==> config.mk <==
export PLATFORM = sky130hd
export DESIGN_NAME = sorted_priority_queue
export DESIGN_NICKNAME = d
export VERILOG_FILES = /design/src/rtl/spq_pkg.sv /design/src/rtl/spq_cell.sv /design/src/rtl/sorted_priority_queue.sv
export SDC_FILE = /design/constraint.sdc
export NUM_CORES = 1
export LEC_CHECK = 0
export BUFFER_PORTS_ARGS = -buffer_cell sky130_fd_sc_hd__buf_2
export CAP_MARGIN = 10
export CORE_ASPECT_RATIO = 0.7
export CORE_UTILIZATION = 64
export CTS_CLUSTER_DIAMETER = 30
export DETAILED_ROUTE_END_ITERATION = 10
export MAX_ROUTING_LAYER = met4
export PLACE_DENSITY = 0.87
export SKIP_CTS_REPAIR_TIMING = 1
export SYNTH_ARGS = -nofsm -noshare
export SYNTH_HDL_FRONTEND = slang
export SYNTH_SLANG_ARGS = --single-unit
==> constraint.sdc <==
create_clock -name clk -period 5.8 [get_ports clk]
set_clock_uncertainty 0.2 [all_clocks]
set_input_delay 1.16 -clock clk [delete_from_list [all_inputs] [get_ports clk]]
set_output_delay 1.16 -clock clk [all_outputs]
set_load 0.01 [all_outputs]
==> src/rtl/spq_pkg.sv <==
// Shared types and constants for the sorted priority queue.
package spq_pkg;

    localparam int PRIO_BITS    = 16;
    localparam int COORD_BITS   = 8;
    localparam int DEF_CAPACITY = 16;

    localparam logic       KIND_PUSH = 1'b0;
    localparam logic       KIND_POP  = 1'b1;

    localparam logic [1:0] ST_OK    = 2'd0;
    localparam logic [1:0] ST_EMPTY = 2'd1;
    localparam logic [1:0] ST_FULL  = 2'd2;

    typedef struct packed {
        logic                  kind;
        logic [PRIO_BITS-1:0]  prio;
        logic [COORD_BITS-1:0] coord_x;
        logic [COORD_BITS-1:0] coord_y;
    } in_word_t;

    typedef struct packed {
        logic [1:0]            status;
        logic [PRIO_BITS-1:0]  out_prio;
        logic [COORD_BITS-1:0] out_x;
        logic [COORD_BITS-1:0] out_y;
        logic                  now_empty;
    } out_word_t;

    typedef struct packed {
        logic [PRIO_BITS-1:0]  prio;
        logic [COORD_BITS-1:0] x;
        logic [COORD_BITS-1:0] y;
    } entry_t;

    // Broadcast from the top level to every cell.
    typedef struct packed {
        logic   push;
        logic   pop;
        entry_t fresh;
    } ctl_t;

endpackage

==> src/rtl/spq_cell.sv <==
// One slot of the sorted chain: holds an entry and shifts with its neighbors.
module spq_cell
    import spq_pkg::*;
#(
    parameter bit IS_HEAD = 1'b0
)
(
    input  logic   clk,
    input  ctl_t   ctl,
    input  logic   occupied,
    input  logic   left_keep,
    input  entry_t left_entry,
    input  entry_t right_entry,
    output logic   keep,
    output entry_t entry
);

    entry_t entry_reg;
    entry_t entry_next;
    logic   before_new;

    // The head holds its place on a tie; later slots give way on a tie.
    always_comb
    begin
        if (IS_HEAD)
            before_new = entry_reg.prio <= ctl.fresh.prio;
        else
            before_new = entry_reg.prio < ctl.fresh.prio;
    end

    assign keep = occupied && before_new;

    always_comb
    begin
        entry_next = entry_reg;
        if (ctl.push && !keep)
        begin
            if (left_keep)
                entry_next = ctl.fresh;
            else
                entry_next = left_entry;
        end
        else if (ctl.pop)
        begin
            entry_next = right_entry;
        end
    end

    always_ff @(posedge clk)
    begin
        entry_reg <= entry_next;
    end

    assign entry = entry_reg;

endmodule

==> src/rtl/sorted_priority_queue.sv <==
// Top level of the sorted priority queue: cell chain, fill count and result register.
// A word taken at a clock edge has its result on the ports, with done high, in the
//   following cycle.
// Throughput: one word per cycle; busy stays low, since every cell of the chain compares
//   and shifts together for each push or pop.
// Reset clears the fill count and the done strobe; stored entries stay undefined and are
//   never read until written. The receiver cannot stall: done marks each result for one cycle.
module sorted_priority_queue
    import spq_pkg::*;
#(
    parameter int CAPACITY = DEF_CAPACITY
)
(
    input  logic      clk,
    input  logic      rst_n,
    input  logic      start,
    output logic      busy,
    input  in_word_t  cmd,
    output logic      done,
    output out_word_t result
);

    localparam int CW = $clog2(CAPACITY + 1);

    logic [CW-1:0]   count_reg;
    logic [CW-1:0]   count_next;
    logic            done_reg;
    out_word_t       result_reg;
    out_word_t       result_next;

    logic            accept;
    logic            is_full;
    logic            is_empty;
    ctl_t            ctl;

    logic   [CAPACITY-1:0] occ;
    logic   [CAPACITY:0]   keep_chain;
    entry_t                entries [CAPACITY+1];

    // The chain handles each word as it is taken, so never push back.
    assign busy   = 1'b0;
    assign accept = start && !busy;

    assign is_full  = count_reg == CW'(CAPACITY);
    assign is_empty = count_reg == '0;

    // Drop a push on a full queue and a pop on an empty one: the cells hold.
    assign ctl.push  = accept && (cmd.kind == KIND_PUSH) && !is_full;
    assign ctl.pop   = accept && (cmd.kind == KIND_POP) && !is_empty;
    assign ctl.fresh = '{prio: cmd.prio, x: cmd.coord_x, y: cmd.coord_y};

    // Left of the head there is nothing to keep, so the head takes a new entry that beats it.
    assign keep_chain[0]     = 1'b1;
    // Past the tail shift in filler; it lies beyond the fill count and is never read.
    assign entries[CAPACITY] = '0;

    genvar g;
    generate
        for (g = 0; g < CAPACITY; g++)
        begin : g_cell
            logic left_keep_i;
            entry_t left_entry_i;

            assign occ[g] = count_reg > CW'(g);

            if (g == 0)
            begin : g_head
                assign left_keep_i  = keep_chain[0];
                assign left_entry_i = ctl.fresh;
            end
            else
            begin : g_body
                assign left_keep_i  = keep_chain[g];
                assign left_entry_i = entries[g-1];
            end

            spq_cell #(
                .IS_HEAD (g == 0)
            ) u_cell (
                .clk         (clk),
                .ctl         (ctl),
                .occupied    (occ[g]),
                .left_keep   (left_keep_i),
                .left_entry  (left_entry_i),
                .right_entry (entries[g+1]),
                .keep        (keep_chain[g+1]),
                .entry       (entries[g])
            );
        end
    endgenerate

    // Advance the fill count on a stored push, drop it on a served pop.
    always_comb
    begin
        count_next = count_reg;
        if (ctl.push)
            count_next = count_reg + CW'(1);
        else if (ctl.pop)
            count_next = count_reg - CW'(1);
    end

    // Build the result word; only a served pop carries the head entry.
    always_comb
    begin
        result_next           = '0;
        result_next.now_empty = count_next == '0;
        if (cmd.kind == KIND_PUSH)
        begin
            if (is_full)
                result_next.status = ST_FULL;
            else
                result_next.status = ST_OK;
        end
        else
        begin
            if (is_empty)
            begin
                result_next.status = ST_EMPTY;
            end
            else
            begin
                result_next.status   = ST_OK;
                result_next.out_prio = entries[0].prio;
                result_next.out_x    = entries[0].x;
                result_next.out_y    = entries[0].y;
            end
        end
    end

    always_ff @(posedge clk or negedge rst_n)
    begin
        if (!rst_n)
        begin
            count_reg <= '0;
            done_reg  <= 1'b0;
        end
        else
        begin
            count_reg <= count_next;
            done_reg  <= accept;
        end
    end

    // Hold the payload only when a word is taken.
    always_ff @(posedge clk)
    begin
        if (accept)
            result_reg <= result_next;
    end

    assign done   = done_reg;
    assign result = result_reg;

    // Each accepted word yields exactly one strobe in the next cycle.
    a_done_follows: assert property (@(posedge clk) disable iff (!rst_n)
        accept |=> done)
        else $error("accepted word produced no result");

    a_no_spurious: assert property (@(posedge clk) disable iff (!rst_n)
        !accept |=> !done)
        else $error("result strobe without an accepted word");

    a_count_bound: assert property (@(posedge clk) disable iff (!rst_n)
        count_reg <= CW'(CAPACITY))
        else $error("fill count exceeds capacity");

    a_full_drop: assert property (@(posedge clk) disable iff (!rst_n)
        (accept && cmd.kind == KIND_PUSH && is_full)
            |=> (result.status == ST_FULL && count_reg == CW'(CAPACITY)))
        else $error("push on full queue not dropped");

    a_empty_flag: assert property (@(posedge clk) disable iff (!rst_n)
        (done && result.status == ST_EMPTY) |-> (result.now_empty && count_reg == '0))
        else $error("empty pop reported with entries present");

endmodule
==> results.md <==
Status:
- The run finished with clean final reports.

Routing:
- The total number of vias is between 20k and 30k.
- The via count normalized by instance count is approximately 7.0.
- The number of design-rule violations left by the first detailed-router iteration is 3349.
- Wires add up to 96100 um.
- The first-pass iteration count of the detailed router is 7.
- Once detail routing completed, the nets flagged for antenna violations numbered 0.
- In the final routed layout, each cell accounts on average for between 20 and 30 um.
- The total DRC errors in the routed layout is 0.

Worst setup path:
- The number of buffer and inverter instances along the worst setup path is 2.
- The worst setup path is launched from an input port.
- The worst setup path category is in2reg.
- Traced cell by cell, the critical path runs through buf_2, inv_1, ha_1, a21o_1, a211oi_1, o21ai_1, a31oi_4, mux2_2, mux2_1.
- Of all nets on the critical path, the largest fanout is 34.
- For the worst setup path, the data required time is 5.97 ns.
- Data on the critical path arrives at its endpoint at slightly below 5 ns.
- On the worst path, the slowest cell contributes a delay of between 0.9 and 1 ns.
- The worst setup path is captured at a flop.
- The slowest stage of the critical path is the sky130_fd_sc_hd__a31oi_4 cell.
- The critical path's top delay family is compound AO/OA/AOI/OAI gates.

STA:
- The number of pins exceeding their max-slew limit in the final report is 0.
- The post-route minimum period is about 4.6 ns.
- The relative slew slack is 21.7%.
- Once routing completed, OpenROAD measured the worst setup slack at about 1.2 ns.
- The final hold violation count came to 0.
- The final critical-path share of the clock period is roughly 80%.
- The final-layout setup total negative slack is 0 ns.
- Setup violations remaining at the end of the flow were counted as 0.
- For the pin with the worst max-slew slack, the measured transition is about 1.2 ns.
- Setup repair after global routing left no endpoint under its margin.
- The highest clock rate is about 0.22 GHz.

Synthesis:
- The synthesized netlist contains 74 unique library cells.
- The count of flip-flops with a built-in enable after synthesis is ~550.
- The number of instances in the synthesized netlist is just under 3k.
- The Yosys step of the flow raised 0 warnings.
- The total standard cell area after synthesis is between 30000 and 40000 sq um.
- The top cell type's share of synthesized area is 48.6%.
- The cell type with the largest total area after synthesis is sky130_fd_sc_hd__edfxtp_1.
- The most common cell in the synthesized netlist is sky130_fd_sc_hd__edfxtp_1.
- The sequential-to-total area share from yosys stat is about half.
- In this run the mean area of a mapped cell was 11.4 sq um.
- After synthesis the netlist holds a flip-flop and latch count of 553.
- The commonest cells after synthesis are 547 x sky130_fd_sc_hd__edfxtp_1, 540 x sky130_fd_sc_hd__a21oi_1, 257 x sky130_fd_sc_hd__mux2i_1.
- By area the synthesized netlist is led by sky130_fd_sc_hd__edfxtp_1 49%, sky130_fd_sc_hd__ha_1 9.1%, sky130_fd_sc_hd__a21oi_1 8.0%.
- The proportion of register bits with asynchronous set or reset after synthesis is around 1.1%.
- Among all flip-flop cells after synthesis, the most frequent one is sky130_fd_sc_hd__edfxtp_1.
- The number of nets in the synthesized netlist is 3239.

Clocking:
- For the worst-skew pair, the clock arrives at the later sink with an insertion delay of between 0.6 and 0.7 ns.
- The number of buffers between clock root and the deepest sink is 3.
- The clock transition time at the flip-flop clock pins of the worst setup and hold paths is 0.05 ns.
- The H-tree level count is 3.
- The CTS tree is built.
- The number of clock sinks is between 500 and 600.
- The master cell of the clock root buffer is sky130_fd_sc_hd__clkbuf_16.
- Counting the buffers created by CTS gives 100.

Floorplanning:
- Pin placement for this block handled 73 I/O pins.
- The die height is just under 200 um.
- In this run the core area contains 70 standard-cell rows.
- The die covers 53800 sq um.
- The die is roughly 280 um wide.
- The total area inside the core boundary comes to approximately 52000 sq um.
- For this configuration, the core starts out at a cell density of 64.8%.

GRT:
- The global routing usage summed across all routing layers is between 30% and 40%.
- The initial antenna violation count came to 2.
- The pin count of the biggest net entering global routing is 65.
- The leftover overflow at the end of global routing is 0.
- The first global-routing pass estimated ~150000 um of wire.
- The number of global-route vias before repair is 25.6k.

Placement:
- The placed standard-cell area is between 30000 and 40000 sq um.
- The pre-CTS worst setup slack is just over 0.7 ns.
- The number of buffers added on ports is slightly above 70.
- The total half-perimeter wirelength after legalization and detailed placement is about 65000 um.
- The congestion estimate from routability-driven global placement came to around 1.

Cells and area:
- The core utilization of the finished layout is around three quarters.
- The final net count is roughly 3.3k.
- The multi-input combinational cells in the finished layout cover a total of 16200 sq um.
- The flip-flop count of the largest register, all copies and words added is between 500 and 600.
- In the final layout, the share of cells above drive strength 1 is ~18%.
- After routing the design area is between 30000 and 40000 sq um.
- The synthesis-to-finish area growth is 13.9%.
- The number of fillers in the final layout is ~3.3k.
- Summing all flip-flop and latch instances after layout gives around 17000 sq um.

Power and ir drop:
- The reported leakage power is 0.0152 uW.
- Across the VDD grid, the largest voltage drop is about 280 uV.
- In this run the power density over the cells is between 500 and 600 nW/um^2.

Run:
- Max-cap violations in this run came to 0.

Hold path:
- The worst min-delay path category is in2async.
## stage by stage
stage	hold WS (ns)	instances	total power, uW
finish	0.135	3754	20100
global route	0.133	3754	20900
CTS	0.121	3752	19900
detailed placement	0.338	3567	13600
global placement	0.327	3567	13200
floorplan	0.325	2956	11700
## power breakdown
part           internal [uW]  total [uW]  leakage (uW)  switching, uW
Combinational           2880        6970       0.00822           4090
Sequential              5990        6890       0.00531            892
Clock                   4020        6210       0.00172           2190
## final timing paths
check | endpoint | cells after the start | slack, ns | start
max | g_cell[4].u_cell.entry[16] | 9 | 1.15 | cmd[22]
min | count_reg[3] | 1 | 0.14 | rst_n
max reg2reg | g_cell[14].u_cell.entry[1] | 7 | 1.67 | count_reg[0]
min reg2reg | g_cell[14].u_cell.entry[9] | 1 | 0.34 | g_cell[15].u_cell.entry[9]
max in group asynchronous | count_reg[2] | 1 | 5.11 | rst_n
min in group clk | g_cell[14].u_cell.entry[9] | 1 | 0.34 | g_cell[15].u_cell.entry[9]
## area by class of cell
| cell class | instances | area share (%) |
|---|---|---|
| well taps | 684 | 2.22 |
| repair buffers | 169 | 3.06 |
| inverters | 25 | 0.244 |
| flip-flops and latches | 553 | 43.1 |
| diodes | 2 | 0.0130 |
| multi-input cells | 2136 | 42.1 |
| clock buffers | 109 | 6.70 |
| clock inverters | 76 | 2.59 |
## placed cells by master (no fill, tap or decap), types with 30 or more instances in the layout
cell and count:
sky130_fd_sc_hd__clkbuf_16 102, sky130_fd_sc_hd__a21o_1 30, sky130_fd_sc_hd__buf_2 71, sky130_fd_sc_hd__mux2_2 179
sky130_fd_sc_hd__nand4_1 33, sky130_fd_sc_hd__ha_1 247, sky130_fd_sc_hd__nand3_1 113, sky130_fd_sc_hd__a31oi_1 64
sky130_fd_sc_hd__nand2_1 36, sky130_fd_sc_hd__mux2i_1 257, sky130_fd_sc_hd__mux2_1 109, sky130_fd_sc_hd__nor2_1 174
sky130_fd_sc_hd__a21oi_1 537, sky130_fd_sc_hd__edfxtp_1 547, sky130_fd_sc_hd__o21ai_0 128, sky130_fd_sc_hd__buf_4 91
sky130_fd_sc_hd__and3_1 39
## kinds of logic after synthesis
| group | after synthesis | share of synthesized area, % |
|---|---|---|
| compound gates | 858 | 14.0 |
| flops | 553 | 49.0 |
| mux | 545 | 17.2 |
| simple gates | 481 | 7.00 |
| buf+inv | 267 | 3.47 |
| fa+ha+maj | 247 | 9.14 |
| xor+xnor | 4 | 0.104 |
| other cells | 1 | 0.0111 |
## metal layers
layer / vias up / track usage (%) / routed length, um
met5: - / - / 0
met4: 0 / 11.5 / 2600
met3: 210 / 8.53 / 11700
met2: 1754 / 53.4 / 42300
met1: 12700 / 50.4 / 39500
li1: 11500 / - / -
Note: power is estimated with default switching activity, not from simulation.
